[config.mk]
export PLATFORM = sky130hd
export DESIGN_NAME = ipv4_header_validator
export DESIGN_NICKNAME = d
export VERILOG_FILES = /design/src/design/ipv4hv_pkg.sv /design/src/design/ipv4hv_datapath.sv /design/src/design/ipv4_header_validator.sv
export VERILOG_INCLUDE_DIRS = /design/src /design/src/design
export SDC_FILE = /design/constraint.sdc
export NUM_CORES = 1
export LEC_CHECK = 0
export BUFFER_PORTS_ARGS = -buffer_cell sky130_fd_sc_hd__buf_2
export CAP_MARGIN = 20
export CELL_PAD_IN_SITES_DETAIL_PLACEMENT = 1
export CELL_PAD_IN_SITES_GLOBAL_PLACEMENT = 2
export CORE_UTILIZATION = 34
export CTS_CLUSTER_SIZE = 24
export DETAILED_ROUTE_END_ITERATION = 12
export PLACE_DENSITY_LB_ADDON = 0.25
export SLEW_MARGIN = 20
export SYNTH_ARGS = -nofsm -noshare
export SYNTH_HDL_FRONTEND = slang
export SYNTH_SLANG_ARGS = --single-unit
[constraint.sdc]
create_clock -name clock -period 8.64 [get_ports clock]
set_input_delay 1.728 -clock clock [delete_from_list [all_inputs] [get_ports clock]]
set_output_delay 1.728 -clock clock [all_outputs]
set_load 0.005 [all_outputs]
[src/design/ipv4_header_validator_macros.svh]
// assertion helpers shared by the checking code
`ifndef IPV4_HEADER_VALIDATOR_MACROS_SVH
`define IPV4_HEADER_VALIDATOR_MACROS_SVH

// condition holds in the same cycle as the trigger
`define IPV4HV_ASSERT_NOW(label, clk, rst, trig, cond) \
   label: assert property (@(posedge clk) disable iff (rst) (trig) |-> (cond)) \
      else $error("ipv4 header validator check failed");

// condition holds in the cycle after the trigger
`define IPV4HV_ASSERT_NEXT(label, clk, rst, trig, cond) \
   label: assert property (@(posedge clk) disable iff (rst) (trig) |=> (cond)) \
      else $error("ipv4 header validator check failed");

`endif

[src/design/ipv4hv_pkg.sv]
package ipv4hv_pkg;

   localparam logic [15:0] MIN_HEADER_BYTES = 16'd20;
   localparam logic [15:0] BYTE_COUNT_MAX   = 16'hFFFF;
   localparam logic [15:0] SUM_ALL_ONES     = 16'hFFFF;

   localparam logic [15:0] IDX_TOTAL_HI = 16'd2;
   localparam logic [15:0] IDX_TOTAL_LO = 16'd3;
   localparam logic [15:0] IDX_PROTOCOL = 16'd9;
   localparam logic [15:0] IDX_SRC_FIRST = 16'd12;
   localparam logic [15:0] IDX_SRC_LAST  = 16'd15;

   typedef enum logic [1:0] {
      STATUS_OK           = 2'd0,
      STATUS_BAD_SIZE     = 2'd1,
      STATUS_BAD_CHECKSUM = 2'd2
   } status_type;

   typedef struct packed {
      logic [7:0] data_byte;
      logic       last;
   } req_item_type;

   typedef struct packed {
      status_type  status;
      logic [15:0] payload_length;
      logic [31:0] source_address;
      logic [7:0]  protocol_number;
      logic [31:0] bad_size_total;
      logic [31:0] bad_checksum_total;
   } rsp_item_type;

endpackage

[src/design/ipv4hv_datapath.sv]
module ipv4hv_datapath import ipv4hv_pkg::*; (
   input  logic         clock,
   input  logic         reset,
   input  logic         fire,
   input  req_item_type item,
   output rsp_item_type result
);

   logic [15:0] running_sum_ff, running_sum_in;
   logic [15:0] byte_count_ff, byte_count_in;
   logic [7:0]  pending_high_byte_ff, pending_high_byte_in;
   logic [5:0]  header_bytes_ff, header_bytes_in;
   logic [15:0] total_length_ff, total_length_in;
   logic [31:0] source_latch_ff, source_latch_in;
   logic [7:0]  protocol_latch_ff, protocol_latch_in;
   logic [31:0] bad_size_count_ff, bad_size_count_in;
   logic [31:0] bad_checksum_count_ff, bad_checksum_count_in;

   logic [15:0] idx;
   logic [5:0]  hdr_cur;
   logic [15:0] hdr_wide;
   logic [16:0] sum_wide;
   logic [15:0] sum_upd;
   logic [15:0] total_upd;
   logic [31:0] source_upd;
   logic [7:0]  protocol_upd;
   logic [15:0] size_upd;
   logic        bad_size;
   logic        bad_checksum;

   always_comb begin
      idx      = byte_count_ff;
      hdr_cur  = (idx == 16'd0) ? {item.data_byte[3:0], 2'b00} : header_bytes_ff;
      hdr_wide = {10'd0, hdr_cur};

      // ones' complement add with end-around carry
      sum_wide = {1'b0, running_sum_ff} + {1'b0, pending_high_byte_ff, item.data_byte};
      sum_upd  = running_sum_ff;
      pending_high_byte_in = pending_high_byte_ff;
      if (idx < hdr_wide) begin
         if (!idx[0]) begin
            pending_high_byte_in = item.data_byte;
         end else begin
            sum_upd = sum_wide[15:0] + {15'd0, sum_wide[16]};
         end
      end

      total_upd    = total_length_ff;
      protocol_upd = protocol_latch_ff;
      source_upd   = source_latch_ff;
      if (idx == IDX_TOTAL_HI) begin
         total_upd = {item.data_byte, total_length_ff[7:0]};
      end else if (idx == IDX_TOTAL_LO) begin
         total_upd = {total_length_ff[15:8], item.data_byte};
      end else if (idx == IDX_PROTOCOL) begin
         protocol_upd = item.data_byte;
      end else if (idx >= IDX_SRC_FIRST && idx <= IDX_SRC_LAST) begin
         source_upd = {source_latch_ff[23:0], item.data_byte};
      end

      size_upd = (byte_count_ff == BYTE_COUNT_MAX) ? byte_count_ff : byte_count_ff + 16'd1;

      bad_size     = (size_upd < MIN_HEADER_BYTES) || (size_upd < hdr_wide);
      bad_checksum = !bad_size && (sum_upd != SUM_ALL_ONES);

      bad_size_count_in     = bad_size_count_ff;
      bad_checksum_count_in = bad_checksum_count_ff;
      if (item.last && bad_size) begin
         bad_size_count_in = bad_size_count_ff + 32'd1;
      end
      if (item.last && bad_checksum) begin
         bad_checksum_count_in = bad_checksum_count_ff + 32'd1;
      end

      result.payload_length  = 16'd0;
      result.source_address  = 32'd0;
      result.protocol_number = 8'd0;
      if (bad_size) begin
         result.status = STATUS_BAD_SIZE;
      end else if (bad_checksum) begin
         result.status = STATUS_BAD_CHECKSUM;
      end else begin
         result.status          = STATUS_OK;
         result.payload_length  = (total_upd > hdr_wide) ? total_upd - hdr_wide : 16'd0;
         result.source_address  = source_upd;
         result.protocol_number = protocol_upd;
      end
      result.bad_size_total     = bad_size_count_in;
      result.bad_checksum_total = bad_checksum_count_in;

      // the final byte clears all per-packet state
      if (item.last) begin
         running_sum_in       = 16'd0;
         byte_count_in        = 16'd0;
         pending_high_byte_in = 8'd0;
         header_bytes_in      = 6'd0;
         total_length_in      = 16'd0;
         source_latch_in      = 32'd0;
         protocol_latch_in    = 8'd0;
      end else begin
         running_sum_in    = sum_upd;
         byte_count_in     = size_upd;
         header_bytes_in   = hdr_cur;
         total_length_in   = total_upd;
         source_latch_in   = source_upd;
         protocol_latch_in = protocol_upd;
      end
   end

   always_ff @(posedge clock) begin
      if (reset) begin
         running_sum_ff        <= '0;
         byte_count_ff         <= '0;
         pending_high_byte_ff  <= '0;
         header_bytes_ff       <= '0;
         total_length_ff       <= '0;
         source_latch_ff       <= '0;
         protocol_latch_ff     <= '0;
         bad_size_count_ff     <= '0;
         bad_checksum_count_ff <= '0;
      end else if (fire) begin
         running_sum_ff        <= running_sum_in;
         byte_count_ff         <= byte_count_in;
         pending_high_byte_ff  <= pending_high_byte_in;
         header_bytes_ff       <= header_bytes_in;
         total_length_ff       <= total_length_in;
         source_latch_ff       <= source_latch_in;
         protocol_latch_ff     <= protocol_latch_in;
         bad_size_count_ff     <= bad_size_count_in;
         bad_checksum_count_ff <= bad_checksum_count_in;
      end
   end

endmodule

[src/design/ipv4_header_validator.sv]
// channel  | direction | ports                         | moves
// req      | in        | req_valid req_stall req_item  | one packet byte with last marker
// rsp      | out       | rsp_valid rsp_stall rsp_item  | one verdict per packet, on last byte
//
// one byte per cycle sustained unless a final byte waits on a stalled result: input
// register, one pass of checksum/size logic, result register.
// reset is synchronous; it clears both stages, per-packet state and the counters.
// a stalled result holds only the final byte; other bytes keep flowing.
// req_stall rises when a final byte waits on a result register that is stalled.
`include "ipv4_header_validator_macros.svh"

module ipv4_header_validator import ipv4hv_pkg::*; (
   input  logic         clock,
   input  logic         reset,
   input  logic         req_valid,
   output logic         req_stall,
   input  req_item_type req_item,
   output logic         rsp_valid,
   input  logic         rsp_stall,
   output rsp_item_type rsp_item
);

   logic         in_valid_ff, in_valid_in;
   req_item_type in_item_ff;
   logic         rsp_valid_ff, rsp_valid_in;
   rsp_item_type rsp_item_ff;
   rsp_item_type verdict;
   logic         out_free;
   logic         proc_fire;
   logic         req_fire;
   logic         last_fire;
   logic         rsp_rejected;
   logic         rsp_fields_clear;
   logic         last_blocked;

   ipv4hv_datapath u_datapath (
      .clock  (clock),
      .reset  (reset),
      .fire   (proc_fire),
      .item   (in_item_ff),
      .result (verdict)
   );

   always_comb begin
      out_free  = !rsp_valid_ff || !rsp_stall;
      // only a final byte needs room in the result register
      proc_fire = in_valid_ff && (!in_item_ff.last || out_free);
      req_stall = in_valid_ff && !proc_fire;
      req_fire  = req_valid && !req_stall;

      if (req_fire) begin
         in_valid_in = 1'b1;
      end else if (proc_fire) begin
         in_valid_in = 1'b0;
      end else begin
         in_valid_in = in_valid_ff;
      end

      if (proc_fire && in_item_ff.last) begin
         rsp_valid_in = 1'b1;
      end else if (out_free) begin
         rsp_valid_in = 1'b0;
      end else begin
         rsp_valid_in = rsp_valid_ff;
      end
   end

   always_ff @(posedge clock) begin
      if (reset) begin
         in_valid_ff  <= 1'b0;
         rsp_valid_ff <= 1'b0;
      end else begin
         in_valid_ff  <= in_valid_in;
         rsp_valid_ff <= rsp_valid_in;
      end
   end

   always_ff @(posedge clock) begin
      if (req_fire) begin
         in_item_ff <= req_item;
      end
      if (proc_fire && in_item_ff.last) begin
         rsp_item_ff <= verdict;
      end
   end

   assign rsp_valid = rsp_valid_ff;
   assign rsp_item  = rsp_item_ff;

   assign last_fire        = proc_fire && in_item_ff.last;
   assign rsp_rejected     = rsp_valid_ff && rsp_item_ff.status != STATUS_OK;
   assign rsp_fields_clear = rsp_item_ff.payload_length == 16'd0 &&
                             rsp_item_ff.source_address == 32'd0 &&
                             rsp_item_ff.protocol_number == 8'd0;
   assign last_blocked     = in_valid_ff && in_item_ff.last && rsp_valid_ff && rsp_stall;

   `IPV4HV_ASSERT_NEXT(a_last_gives_result, clock, reset, last_fire, rsp_valid_ff)
   `IPV4HV_ASSERT_NOW(a_reject_fields_zero, clock, reset, rsp_rejected, rsp_fields_clear)
   `IPV4HV_ASSERT_NOW(a_blocked_last_stalls, clock, reset, last_blocked, req_stall && !proc_fire)

endmodule

==> results.md <==
* Wirelength per Cell at 19.1 um
* Root buffer cell: clkbuf_16
* Number of diodes at 0
* Critical path required time at 8.94 ns
* Maximum fanout along the worst path at 30
* Die Height at 215 um
* Largest family of logic cells by synthesized area: simple AND/OR/NAND/NOR gates
* Seq cells post-synth at 299
* Slew HR at 28.8%
* Reg2reg start: in_item_ff[2]$_DFFE_PP_
* Mux cell area share after synthesis at 2.15%
* Gr usage total at 19.5%
* Post-Layout Cell Count at 2369
* Hold Buf Count CTS at 0
* Critical Path AT at 6.92 ns
* Max-cap viol count at 0
* Initial DRC count at 586
* CTS tree: built
* Flop pwr share at 47.8%
* Antenna-violating nets left at 0
* Max VDD drop at 0.128 mV
* Layout cells sized above 1 at 14.9%
* Nets@finish at 1804
* Clock buffer depth at 3
* Vias per cell at 5.35
* Worst R2R Setup Slack at 2.02 ns
* DR vias at 12700
* Antenna violations before repair at 0
* Total grt overflow at 0
* Ports at 137
* Post-CTS setup buffers at 0
* DP Cell Count at 2302
* Seq/Total Area, Yosys at 47.2%
* Clock power frac at 47.7%
* # DRC at 0
* Register area at 7300 sq um
* Die Area at 46300 sq um
* Main flop type after synthesis: dfxtp_1
* Clk sink count at 299
* Hold Crit Start: u_datapath.header_bytes_ff[1]$_SDFFE_PP0P_
* Yosys top cell area share at 25.4%
* Mapped Area at 15500 sq um
* Worst R2R End: rsp_item[1]$_DFFE_PP_
* Clock skew at 0.0177 ns
* Hold path endpoint: u_datapath.header_bytes_ff[1]$_SDFFE_PP0P_
* Rows at 77
* Setup violations, final at 0
* Power per Cell Area at 175 nW/um^2
* Deepest level of the CTS H-tree at 2
* Synth warn at 0
* Status: completed
* Number of port buffers at 136
* Clk_lat worst skew at 0.56 ns
* Largest net degree at the start of global routing at 91
* Post-DP HPWL at 30.2 mm
* Post_cts resized at 0
* Sw power at 735 uW
* Sw frac at 23.6%
* Final-report hold violation count at 0
* Min Tclk post-route at 6.62 ns
* Type of origin of the critical path: register
* Inserted Clock Buffers at 36
* Crit end category: register
* Syn nets at 1712
* Int Power at 2390 uW
* Most frequent cells in the layout: 205 x nor2_1, 172 x nand2_1, 168 x dfxtp_1, 135 x buf_2, 131 x edfxtp_1
* Adder-cell share of the synthesized area at 3.50%
* Leak at 0.00675 uW
* Synthesized area per cell at 9.33 sq um
* Slew Limit Fails at 0
* Worst-margin pin slew at 1.07 ns
* Vias in the first global route at 12800
* RSZ-0062 raised after global routing: false
* Synth Area in Compound Gates at 15.2%
* Count of different cell masters after synthesis at 89
* Hold depth at 2
* Filler cells at 5133
* Most common cell after layout, fill and taps aside: nor2_1
* Cells after synthesis at 1657
* Die W at 215 um
* First-pass GRT wire length at 72.6 mm
* Worst-path clk slew at 0.06 ns
* Setup TNS at 0 ns
* Leading area contributor after synthesis: edfxtp_1
* Post-synth EDFFs at 131
* GPL Wtd Cong at 0.828
* Main area contributors after synthesis: edfxtp_1 25%, dfxtp_1 22%, nor2_1 5.0%, xnor2_1 4.2%, nand2_1 4.2%
* Crit Path Class: register to register
* Synth Area in XOR/XNOR at 7.30%
* Worst reg-to-reg path cell count at 21
* Core area at 44500 sq um
* Router iterations before antenna repair at 5
* Fin crit share at 76.6%
* Fmax at 151 MHz
* Comb power frac at 4.4%
* P&R area growth vs syn at 15.3%
* Simple-Gate Fraction of Synth Area at 21.0%
* Initial Util at 34.7%
* FFs w/ async S/R, synth at 0%
* Multi-input gate area at 7630 sq um
* Final WL at 45.2 mm
* Worst hold path type: register to register
-- stage by stage --
stage | hold WS, ns | utilization (%) | worst slack [ns] | total power, uW | cell area, sq um
final | 0.428 | 40.1 | 2.02 | 3120 | 17800
after global routing | 0.449 | 40.1 | 1.55 | 3240 | 17800
after CTS | 0.430 | 40.0 | 1.79 | 3170 | 17800
after detailed placement | 0.421 | 37.4 | 1.82 | 1660 | 16600
after global placement | 0.417 | 37.4 | 2.09 | 1660 | 16600
after floorplan | 0.409 | - | 1.98 | 1610 | 15500
-- flip-flops by register name, summed over array words and instances, names as in the netlist, 9 cells and up --
name / cells
in_item_ff: 9
u_datapath.byte_count_ff: 16
rsp_item: 122
u_datapath.bad_checksum_count_ff: 32
u_datapath.running_sum_ff: 16
u_datapath.bad_size_count_ff: 32
u_datapath.source_latch_ff: 32
u_datapath.total_length_ff: 16
-- power by group through the flow --
stage	registers [uW]	logic, uW	clock network (uW)
2_1_floorplan	1520	92.3	0
3_3_place_gp	1520	138	0
3_5_place_dp	1520	139	0
4_1_cts	1490	140	1540
5_1_grt	1490	152	1590
6_report	1490	138	1490
-- worst max path at each step --
| stage | start | endpoint | cells after the start |
|---|---|---|---|
| floorplan | rsp_stall | u_datapath.bad_checksum_count_ff[17]$_SDFFE_PP0P_ | 8 |
| global placement | in_item_ff[2]$_DFFE_PP_ | rsp_item[1]$_DFFE_PP_ | 20 |
| detailed placement | in_item_ff[2]$_DFFE_PP_ | rsp_item[1]$_DFFE_PP_ | 20 |
| CTS | in_item_ff[2]$_DFFE_PP_ | rsp_item[1]$_DFFE_PP_ | 20 |
| global route | in_item_ff[2]$_DFFE_PP_ | rsp_item[109]$_SDFFCE_PP0P_ | 21 |
| finish | in_item_ff[2]$_DFFE_PP_ | rsp_item[1]$_DFFE_PP_ | 21 |
-- Yosys cell counts, types with 8 or more instances --
cell and count:
nand3b_1 8, xor2_1 53, nor4_1 14, nor2_1 208, nor3b_1 9, nand3_1 50, nor2_4 8, o31ai_1 13
a21o_1 21, edfxtp_1 131, mux2i_1 22, xnor2_1 74, ha_1 40, a22oi_1 79, or3_1 17, and2_1 14
clkbuf_1 81, a21oi_1 126, inv_1 37, o21ai_0 34, buf_2 10, mux2_2 8, nor3_1 52, and3_1 32
dfxtp_1 168, nand4_1 33, nand2_1 172
-- cell families after synthesis --
group,Yosys count
XOR/XNOR,128
adder cells (fa/ha/maj),42
buffers and inverters,141
AND/OR/NAND/NOR,667
multiplexers,32
AO/OA/AOI/OAI,348
flip-flops,299
-- area by class of cell --
type	instances	share of cell area, %
timing repair buffer	157	4.83
sequential	299	40.9
multi-input combinational	1217	42.8
tap	592	4.15
inverter	38	0.800
clock inverter	15	0.702
clock buffer	51	5.76
-- per-layer routing --
| layer | track usage [%] | wire length (um) | vias up |
|---|---|---|---|
| met4 | 5.30 | 988 | 0 |
| li1 | - | - | 6125 |
| met5 | 0 | 0 | - |
| met3 | 3.14 | 1410 | 59 |
| met2 | 31.5 | 20800 | 202 |
| met1 | 26.9 | 21900 | 6282 |
-- critical path: stages (launching register included) --
cell and delay (ns):
edfxtp_1 0.61, inv_1 0.25, fa_1 0.52, nand2b_1 0.27, a21o_1 0.29, o31a_1 0.29
a2bb2oi_1 0.17, a21boi_0 0.20, or2_2 0.17, ha_1 0.17, nor2b_1 0.17, o2111ai_1 0.12
a21oi_1 0.27, nand2_1 0.21, nor3_1 0.24, xor2_1 0.24, nand2_1 0.10, o31ai_1 0.72
and2_2 0.68, buf_16 0.26, nor2_1 0.09, mux2_1 0.31
No activity file was read; power rests on OpenSTA's default activity.
